**config.mk**
```make
export PLATFORM = sky130hd
export DESIGN_NAME = sprite_viewport_clipper
export DESIGN_NICKNAME = d
export VERILOG_FILES = /design/src/svc_pkg.sv /design/src/svc_regs.sv /design/src/svc_offset.sv /design/src/svc_clip.sv /design/src/svc_index.sv /design/src/sprite_viewport_clipper.sv
export SDC_FILE = /design/constraint.sdc
export NUM_CORES = 2
export LEC_CHECK = 0
export ABC_AREA = 1
export BUFFER_PORTS_ARGS = -buffer_cell sky130_fd_sc_hd__buf_2
export CAP_MARGIN = 0
export CORE_UTILIZATION = 25
export CTS_BUF_LIST = sky130_fd_sc_hd__clkbuf_4 sky130_fd_sc_hd__clkbuf_8
export DETAILED_ROUTE_END_ITERATION = 6
export GPL_TIMING_DRIVEN = 0
export MAX_ROUTING_LAYER = met4
export PLACE_DENSITY = 0.39
export SETUP_SLACK_MARGIN = 0.3
export SLEW_MARGIN = 20
export SYNTH_ARGS = -nofsm -noshare
export SYNTH_HDL_FRONTEND = slang
export SYNTH_HIERARCHICAL = 1
export SYNTH_SLANG_ARGS = --single-unit
```
**constraint.sdc**
```tcl
create_clock -name clk -period 21.4 [get_ports clk]
set_clock_uncertainty 0.05 [all_clocks]
set_input_delay 4.28 -clock clk [delete_from_list [all_inputs] [get_ports clk]]
set_output_delay 4.28 -clock clk [all_outputs]
set_load 0.05 [all_outputs]
```
**src/svc_pkg.sv**
```systemverilog
// Shared types and constants of the sprite viewport clipper.
`default_nettype none
package svc_pkg;

  localparam int unsigned IN_DATA_W  = 88;
  localparam int unsigned OUT_DATA_W = 160;
  localparam int unsigned ADDR_W     = 5;
  localparam int unsigned NUM_STAGES = 5;

  localparam logic [11:0] VP_WIDTH_RST  = 12'd480;
  localparam logic [11:0] VP_HEIGHT_RST = 12'd272;
  localparam logic [12:0] PITCH_RST     = 13'd480;

  typedef enum logic [2:0] {
    REG_ENABLE   = 3'd0,
    REG_ORIGIN_X = 3'd1,
    REG_ORIGIN_Y = 3'd2,
    REG_VP_W     = 3'd3,
    REG_VP_H     = 3'd4,
    REG_CAMERA_X = 3'd5,
    REG_CAMERA_Y = 3'd6,
    REG_PITCH    = 3'd7
  } svc_reg_t;

  typedef struct packed {
    logic        enable;
    logic [11:0] origin_x;
    logic [11:0] origin_y;
    logic [11:0] vp_width;
    logic [11:0] vp_height;
    logic [15:0] camera_x;
    logic [15:0] camera_y;
    logic [12:0] pitch;
  } svc_cfg_t;

  typedef struct packed {
    logic [12:0] sheet_width;
    logic [10:0] frame_height;
    logic [10:0] frame_width;
    logic [7:0]  frame_row;
    logic [7:0]  frame_column;
    logic [15:0] world_y;
    logic [15:0] world_x;
  } svc_item_t;

  typedef struct packed {
    logic [15:0] a;
    logic [15:0] b;
    logic [15:0] c;
    logic [15:0] d;
    logic [15:0] ofx;
    logic [15:0] ofy;
    logic [12:0] sw;
  } svc_rel_t;

  typedef struct packed {
    logic        vis;
    logic [15:0] left;
    logic [15:0] top;
    logic [15:0] right;
    logic [15:0] bottom;
    logic [15:0] ofx;
    logic [15:0] ofy;
    logic [12:0] sw;
  } svc_clip_t;

  typedef struct packed {
    logic        draw;
    logic [15:0] dest_left;
    logic [15:0] dest_top;
    logic [12:0] clip_width;
    logic [12:0] clip_height;
    logic [15:0] sheet_x;
    logic [15:0] sheet_y;
    logic [31:0] source_index;
    logic [31:0] dest_index;
  } svc_res_t;

endpackage
`default_nettype wire

```
**src/svc_regs.sv**
```systemverilog
// Viewport configuration registers behind the APB-style port.
`default_nettype none
module svc_regs (
  input  wire logic                       clk,
  input  wire logic                       rst_n,
  input  wire logic                       psel,
  input  wire logic                       penable,
  input  wire logic                       pwrite,
  input  wire logic [svc_pkg::ADDR_W-1:0] paddr,
  input  wire logic [31:0]                pwdata,
  output logic      [31:0]                prdata,
  output logic                            pready,
  output svc_pkg::svc_cfg_t               cfg
);
  import svc_pkg::*;

  svc_cfg_t cfg_r;
  svc_reg_t idx;
  logic     wr_en;

  assign idx    = svc_reg_t'(paddr[ADDR_W-1:2]);
  assign pready = 1'b1;
  assign wr_en  = psel & penable & pwrite & pready;
  assign cfg    = cfg_r;

  always_ff @(posedge clk) begin
    if (!rst_n) begin
      cfg_r.enable    <= 1'b0;
      cfg_r.origin_x  <= '0;
      cfg_r.origin_y  <= '0;
      cfg_r.vp_width  <= VP_WIDTH_RST;
      cfg_r.vp_height <= VP_HEIGHT_RST;
      cfg_r.camera_x  <= '0;
      cfg_r.camera_y  <= '0;
      cfg_r.pitch     <= PITCH_RST;
    end else if (wr_en) begin
      case (idx)
        REG_ENABLE:   cfg_r.enable    <= pwdata[0];
        REG_ORIGIN_X: cfg_r.origin_x  <= pwdata[11:0];
        REG_ORIGIN_Y: cfg_r.origin_y  <= pwdata[11:0];
        REG_VP_W:     cfg_r.vp_width  <= pwdata[11:0];
        REG_VP_H:     cfg_r.vp_height <= pwdata[11:0];
        REG_CAMERA_X: cfg_r.camera_x  <= pwdata[15:0];
        REG_CAMERA_Y: cfg_r.camera_y  <= pwdata[15:0];
        REG_PITCH:    cfg_r.pitch     <= pwdata[12:0];
        default: ;
      endcase
    end
  end

  always_comb begin
    case (idx)
      REG_ENABLE:   prdata = {31'd0, cfg_r.enable};
      REG_ORIGIN_X: prdata = {20'd0, cfg_r.origin_x};
      REG_ORIGIN_Y: prdata = {20'd0, cfg_r.origin_y};
      REG_VP_W:     prdata = {20'd0, cfg_r.vp_width};
      REG_VP_H:     prdata = {20'd0, cfg_r.vp_height};
      REG_CAMERA_X: prdata = {16'd0, cfg_r.camera_x};
      REG_CAMERA_Y: prdata = {16'd0, cfg_r.camera_y};
      REG_PITCH:    prdata = {19'd0, cfg_r.pitch};
      default:      prdata = '0;
    endcase
  end

endmodule
`default_nettype wire

```
**src/svc_offset.sv**
```systemverilog
// Camera-relative edges and sheet frame offsets, two register stages.
`default_nettype none
module svc_offset (
  input  wire logic               clk,
  input  wire logic               en1,
  input  wire logic               en2,
  input  wire svc_pkg::svc_item_t item,
  input  wire svc_pkg::svc_cfg_t  cfg,
  output svc_pkg::svc_rel_t       rel
);
  import svc_pkg::*;

  logic [15:0] a_r, b_r, ofx_r, ofy_r;
  logic [10:0] fw_r, fh_r;
  logic [12:0] sw1_r;
  logic [18:0] mul_x, mul_y;
  svc_rel_t    rel_r;

  assign mul_x = 19'(item.frame_column) * 19'(item.frame_width);
  assign mul_y = 19'(item.frame_row) * 19'(item.frame_height);

  always_ff @(posedge clk) begin
    if (en1) begin
      a_r   <= item.world_x - cfg.camera_x;
      b_r   <= item.world_y - cfg.camera_y;
      ofx_r <= mul_x[15:0];
      ofy_r <= mul_y[15:0];
      fw_r  <= item.frame_width;
      fh_r  <= item.frame_height;
      sw1_r <= item.sheet_width;
    end
  end

  always_ff @(posedge clk) begin
    if (en2) begin
      rel_r.a   <= a_r;
      rel_r.b   <= b_r;
      rel_r.c   <= a_r + {5'd0, fw_r};
      rel_r.d   <= b_r + {5'd0, fh_r};
      rel_r.ofx <= ofx_r;
      rel_r.ofy <= ofy_r;
      rel_r.sw  <= sw1_r;
    end
  end

  assign rel = rel_r;

endmodule
`default_nettype wire

```
**src/svc_clip.sv**
```systemverilog
// Visibility test and edge clipping against the viewport, one register stage.
`default_nettype none
module svc_clip (
  input  wire logic              clk,
  input  wire logic              en,
  input  wire svc_pkg::svc_rel_t rel,
  input  wire svc_pkg::svc_cfg_t cfg,
  output svc_pkg::svc_clip_t     clip
);
  import svc_pkg::*;

  logic signed [15:0] as, bs, cs, ds, qs, rs, xs, ys, us, vs;
  logic signed [15:0] ad, bd, cd, dd;
  logic [12:0]        u_sum, v_sum;
  logic               a_in, b_in, c_in, d_in, vis;
  logic               clip_l, clip_t;
  svc_clip_t          clip_r;

  assign as = $signed(rel.a);
  assign bs = $signed(rel.b);
  assign cs = $signed(rel.c);
  assign ds = $signed(rel.d);
  assign qs = $signed({4'd0, cfg.vp_width});
  assign rs = $signed({4'd0, cfg.vp_height});
  assign xs = $signed({4'd0, cfg.origin_x});
  assign ys = $signed({4'd0, cfg.origin_y});

  assign u_sum = {1'b0, cfg.vp_width} + {1'b0, cfg.origin_x};
  assign v_sum = {1'b0, cfg.vp_height} + {1'b0, cfg.origin_y};
  assign us    = $signed({3'd0, u_sum});
  assign vs    = $signed({3'd0, v_sum});

  assign a_in = (as >= 16'sd0) && (as <= qs);
  assign c_in = (cs >= 16'sd0) && (cs <= qs);
  assign b_in = (bs >= 16'sd0) && (bs <= rs);
  assign d_in = (ds >= 16'sd0) && (ds <= rs);

  assign vis = ((a_in || c_in) && (bs <= 16'sd0) && (ds >= rs))
            || ((cs >= qs) && (as <= 16'sd0) && (b_in || d_in))
            || ((a_in || c_in) && (b_in || d_in));

  assign ad = as + xs;
  assign bd = bs + ys;
  assign cd = cs + xs;
  assign dd = ds + ys;

  assign clip_l = ad < xs;
  assign clip_t = bd < ys;

  always_ff @(posedge clk) begin
    if (en) begin
      clip_r.vis    <= vis;
      clip_r.left   <= clip_l ? xs : ad;
      clip_r.top    <= clip_t ? ys : bd;
      clip_r.right  <= (cd > us) ? us : cd;
      clip_r.bottom <= (dd > vs) ? vs : dd;
      clip_r.ofx    <= clip_l ? rel.ofx - rel.a : rel.ofx;
      clip_r.ofy    <= clip_t ? rel.ofy - rel.b : rel.ofy;
      clip_r.sw     <= rel.sw;
    end
  end

  assign clip = clip_r;

endmodule
`default_nettype wire

```
**src/svc_index.sv**
```systemverilog
// Clipped size, draw decision and pixel indices, two register stages.
`default_nettype none
module svc_index (
  input  wire logic               clk,
  input  wire logic               en4,
  input  wire logic               en5,
  input  wire svc_pkg::svc_clip_t clip,
  input  wire svc_pkg::svc_cfg_t  cfg,
  output svc_pkg::svc_res_t       res
);
  import svc_pkg::*;

  logic [15:0] w, h;
  logic        draw;
  logic        draw_r;
  logic [15:0] left_r, top_r, sx_r, sy_r;
  logic [12:0] cw_r, ch_r;
  logic [28:0] src_mul_r, dst_mul_r;
  svc_res_t    res_r;

  assign w    = clip.right - clip.left;
  assign h    = clip.bottom - clip.top;
  assign draw = cfg.enable && clip.vis && !w[15] && (w != '0) && !h[15] && (h != '0);

  always_ff @(posedge clk) begin
    if (en4) begin
      draw_r    <= draw;
      left_r    <= draw ? clip.left : '0;
      top_r     <= draw ? clip.top : '0;
      cw_r      <= draw ? w[12:0] : '0;
      ch_r      <= draw ? h[12:0] : '0;
      sx_r      <= draw ? clip.ofx : '0;
      sy_r      <= draw ? clip.ofy : '0;
      src_mul_r <= draw ? 29'(clip.ofy) * 29'(clip.sw) : '0;
      dst_mul_r <= draw ? 29'(clip.top) * 29'(cfg.pitch) : '0;
    end
  end

  always_ff @(posedge clk) begin
    if (en5) begin
      res_r.draw         <= draw_r;
      res_r.dest_left    <= left_r;
      res_r.dest_top     <= top_r;
      res_r.clip_width   <= cw_r;
      res_r.clip_height  <= ch_r;
      res_r.sheet_x      <= sx_r;
      res_r.sheet_y      <= sy_r;
      res_r.source_index <= 32'(src_mul_r) + 32'(sx_r);
      res_r.dest_index   <= 32'(dst_mul_r) + 32'(left_r);
    end
  end

  assign res = res_r;

endmodule
`default_nettype wire

```
**src/sprite_viewport_clipper.sv**
```systemverilog
// Top level of the sprite viewport clipper: stream ports, stage control, APB registers.
// Throughput: one request per cycle while the output is not stalled; five register stages, each with its own valid bit.
// A stalled output holds the pipeline; empty stages still fill behind it.
// Reset (rst_n low, synchronous) clears all valid bits and loads register defaults.
`default_nettype none
module sprite_viewport_clipper (
  input  wire logic                           clk,
  input  wire logic                           rst_n,
  input  wire logic                           in_tvalid,
  output logic                                in_tready,
  // world_x, world_y, frame_column, frame_row, frame_width, frame_height, sheet_width
  input  wire logic [svc_pkg::IN_DATA_W-1:0]  in_tdata,
  output logic                                out_tvalid,
  input  wire logic                           out_tready,
  // dest_left, dest_top, clip_width, clip_height, sheet_x, sheet_y,
  // source_index, dest_index
  output logic      [svc_pkg::OUT_DATA_W-1:0] out_tdata,
  // draw
  output logic                                out_tuser,
  input  wire logic                           psel,
  input  wire logic                           penable,
  input  wire logic                           pwrite,
  input  wire logic [svc_pkg::ADDR_W-1:0]     paddr,
  input  wire logic [31:0]                    pwdata,
  output logic      [31:0]                    prdata,
  output logic                                pready
);
  import svc_pkg::*;

  svc_cfg_t                cfg;
  svc_item_t               item;
  svc_rel_t                rel;
  svc_clip_t               clip;
  svc_res_t                res;
  logic [NUM_STAGES-1:0]   vld_r, vld_nxt, rdy;

  svc_regs u_regs (
    .clk    (clk),
    .rst_n  (rst_n),
    .psel   (psel),
    .penable(penable),
    .pwrite (pwrite),
    .paddr  (paddr),
    .pwdata (pwdata),
    .prdata (prdata),
    .pready (pready),
    .cfg    (cfg)
  );

  assign item = svc_item_t'(in_tdata[$bits(svc_item_t)-1:0]);

  always_comb begin
    rdy[NUM_STAGES-1] = !vld_r[NUM_STAGES-1] || out_tready;
    for (int k = NUM_STAGES - 2; k >= 0; k--) begin
      rdy[k] = !vld_r[k] || rdy[k+1];
    end
    vld_nxt = vld_r;
    for (int k = 0; k < NUM_STAGES; k++) begin
      if (rdy[k]) begin
        vld_nxt[k] = (k == 0) ? in_tvalid : vld_r[(k == 0) ? 0 : k - 1];
      end
    end
  end

  always_ff @(posedge clk) begin
    if (!rst_n) begin
      vld_r <= '0;
    end else begin
      vld_r <= vld_nxt;
    end
  end

  svc_offset u_offset (
    .clk (clk),
    .en1 (rdy[0]),
    .en2 (rdy[1]),
    .item(item),
    .cfg (cfg),
    .rel (rel)
  );

  svc_clip u_clip (
    .clk (clk),
    .en  (rdy[2]),
    .rel (rel),
    .cfg (cfg),
    .clip(clip)
  );

  svc_index u_index (
    .clk (clk),
    .en4 (rdy[3]),
    .en5 (rdy[4]),
    .clip(clip),
    .cfg (cfg),
    .res (res)
  );

  assign in_tready  = rdy[0];
  assign out_tvalid = vld_r[NUM_STAGES-1];
  assign out_tuser  = res.draw;
  assign out_tdata  = {6'd0, res.dest_index, res.source_index, res.sheet_y, res.sheet_x,
                       res.clip_height, res.clip_width, res.dest_top, res.dest_left};

  a_nodraw_zero: assert property (@(posedge clk) disable iff (!rst_n)
    out_tvalid && !out_tuser |-> out_tdata == '0)
    else $error("result without draw carries non-zero fields");

  a_stall_source: assert property (@(posedge clk) disable iff (!rst_n)
    !in_tready |-> out_tvalid && !out_tready)
    else $error("input held off without an output stall");

  a_reset_empty: assert property (@(posedge clk)
    !rst_n |=> !out_tvalid)
    else $error("output valid straight after reset");

endmodule
`default_nettype wire

```
==> metrics.md <==
| Metric | Value |
|---|---|
| Area contributors post-synth | edfxtp_1 (30%), fa_1 (14%), nand2_1 (11%) |
| Tot Pwr | 11.1 mW |
| Htree depth | 4 |
| IO Port Bufs | 270 |
| Root Buffer Master | clkbuf_8 |
| Post-Syn Area | 62,300 um2 |
| Multi-input logic area | approximately 34,000 um2 |
| CP startpoint kind | input pin |
| Post-DRT Antenna Nets | 0 |
| Num rows | 182 |
| CP arrival | 6410 ps |
| Worst Path Class, Setup | in -> out |
| Clock Latency Late Sink | 930 ps |
| Leak pwr | around 37 nW |
| Remaining Overflow, GRT | 0 |
| Slew @ Worst Pin | about 1000 ps |
| Final Slew Violations | 0 |
| Minimum clock period | 10,740 ps |
| Grt met1 use | approximately 22% |
| Vias per cell | 4.28 |
| CTS tree | built |
| Iteration-0 DRC Markers | 2,980 |
| Gr usage total | approximately 17% |
| Area share of the leading cell type in the synthesized netlist | 29.8% |
| Register area share after synthesis | between 30% and 40% |
| CTS clk-pin slew, worst paths | 60 ps |
| Max FO, Critical Path | 43 |
| Most common library cell in the layout ignoring fill and taps | nand2_1 |
| GR Util met2 | between 20 and 30% |
| First-pass GRT wire length | 304,000 um |
| R2R Setup Slk | 14,700 ps |
| YS warnings | 6 |
| Clock Tree Buf Depth | 3 |
| # setup viols final | 0 |
| Post-CTS Setup Bufs | 0 |
| Met3 GRT Util | 2.05% |
| DP HPWL | about 170,000 um |
| Area leader, netlist | edfxtp_1 |
| I/O pins | about 330 |
| Post-cts resize count | 0 |
| Maximum VDD drop | 0.339 mV |
| Post-synthesis register bit count | 717 |
| Routability cong. | 0.882 |
| Initial Utilization | 25.2% |
| Via count | roughly 48,000 |
| WL/cell | 18.0 um |
| Outcome | completed |
| GR peak layer | met2 |
| Die W | 501 um |
| Fmax | 0.0931 GHz |
| Rel. slew slack | roughly a third |
| Initial antenna violation count | 12 |
| Final wirelength | just over 200,000 um |
| Most frequent cells in the layout | nand2_1 (1,860), inv_1 (1,592), edfxtp_1 (618), ha_1 (514), nor2_1 (460) |
| Die area | roughly 250,000 um2 |
| Reg2Reg Depth | 22 |
| Area delta synth->final | 14.9% |
| Worst Hold Class | reg -> reg |
| Setup tns final | 0 ps |
| Nets | approximately 8,900 |
| # DRC | 0 |
| Final Hold Viols | 0 |
| Hold Path Cell Cnt | 0 |
| Worst setup EP type | output port |
| Vias in the first global route | 48,700 |
| Layout fillers | 26,800 |
| Cts bufs inserted | 149 |
| Tcrit/Tclk final | 50.2% |
| Max capacitance violation total | 0 |
| Die height | 501 um |
| Critical path required time | 17,070 ps |
| Core Region | 247,000 um2 |
| RSZ-0062 raised after global routing | no |
| Proportion of layout cells with a drive suffix above 1 | 10.9% |
| Reg area | 20,500 um2 |
| Cts hold-fix bufs | 0 |
| Cells after Synth | 7,409 |
| Synth unique cells | 64 |
| Total iterations of the first detailed-routing run | 6 |
| Hold Slack | 325 ps |
| Syn_area_per_cell | between 8 and 9 um2 |
| Largest net degree at the start of global routing | 71 |
| CTS Sinks | 717 |
| Pwr per Cell Area | 155 nW/um2 |
## through the flow
stage | worst slack [ps] | instances | util, % | cell area [um2]
floorplan | 8340 | 7433 | - | 62400
global placement | 4420 | 11000 | 27.5 | 67900
detailed placement | 10560 | 11000 | 27.6 | 68200
CTS | 10570 | 11300 | 29.0 | 71600
global route | 10500 | 11300 | 29.0 | 71600
finish | 10660 | 11300 | 29.0 | 71600
## synthesized netlist by cell type (all sizes together)
library cell	number
a211oi	3
a21boi	10
a21o	22
a21oi	309
a22o	3
a22oi	1
a31oi	12
and2	19
and3	5
buf	103
clkbuf	123
clkinv	4
conb	5
dfxtp	99
edfxtp	618
fa	428
ha	514
inv	1605
nand2	1899
nand2b	1
nand3	318
nand3b	22
nand4	78
nor2	579
nor3	94
nor3b	2
nor4	14
o2111a	1
o2111ai	6
o211ai	10
o21a	14
o21ai	209
o21ba	1
o21bai	24
o22ai	1
o31ai	2
o41ai	1
or2	4
xnor2	83
xor2	163
## layout make-up
cell class | count | share of cell area [%]
Clock inverter | 74 | 1.24
Inverter | 1609 | 8.45
Tap cell | 3312 | 5.79
Antenna cell | 9 | 0.0315
Clock buffer | 194 | 3.43
Sequential cell | 717 | 28.7
Multi-Input combinational cell | 4881 | 48.1
Timing Repair Buffer | 280 | 2.27
Buffer | 226 | 2.03
## kinds of logic after synthesis
kind of cell	after synthesis	share of synthesized area, %
flops	717	33.0
compound gates	629	5.62
xor+xnor	246	3.53
fa+ha+maj	942	24.1
other cells	5	0.0301
simple gates	3035	21.8
buf+inv	1835	12.0
## flip-flops by register name, indices dropped and copies added, names as in the netlist
signal / cells
u_offset/ofx_r: 16
u_index/sx_r: 16
u_index/draw_r: 1
u_index/left_r: 16
u_index/top_r: 16
u_offset/fh_r: 11
vld_r: 5
u_clip/clip: 110
u_offset/sw1_r: 13
u_index/cw_r: 13
u_index/src_mul_r: 29
u_offset/rel: 109
u_offset/b_r: 16
u_offset/fw_r: 11
u_offset/ofy_r: 16
u_index/res: 151
u_index/ch_r: 13
u_offset/a_r: 16
u_index/dst_mul_r: 29
u_regs/cfg: 94
u_index/sy_r: 16
## where the power goes
part	internal, mW	switching, mW	leakage [nW]	total (mW)
clock	0.966	0.676	1.72	1.64
sequential	1.72	0.194	7.94	1.92
combinational	2.67	4.85	27.3	7.52
total	5.36	5.72	37.0	11.1
## worst max-delay path: stages
cell	delay [ps]
buf_2	90
inv_1	130
nand3_4	370
nor2_4	400
nand3_4	440
buf_16	360
buf_2	260
## path summary, 6_finish.rpt
kind	startpoint	to
min	u_index/top_r[1]$_SDFFCE_PN0P_	u_index/res[123]$_DFFE_PP_
max	out_tready	in_tready
min reg2reg	u_index/top_r[1]$_SDFFCE_PN0P_	u_index/res[123]$_DFFE_PP_
max reg2reg	u_regs/cfg[2]$_SDFFE_PN0P_	u_index/dst_mul_r[28]$_SDFFCE_PN0P_
## layer usage
layer | vias up | routed length, um
li1 | 24000 | -
met1 | 23200 | 98500
met2 | 961 | 92100
met3 | 222 | 7850
met4 | 0 | 5020
met5 | - | 0
Note: power is estimated with default switching activity, not from simulation.
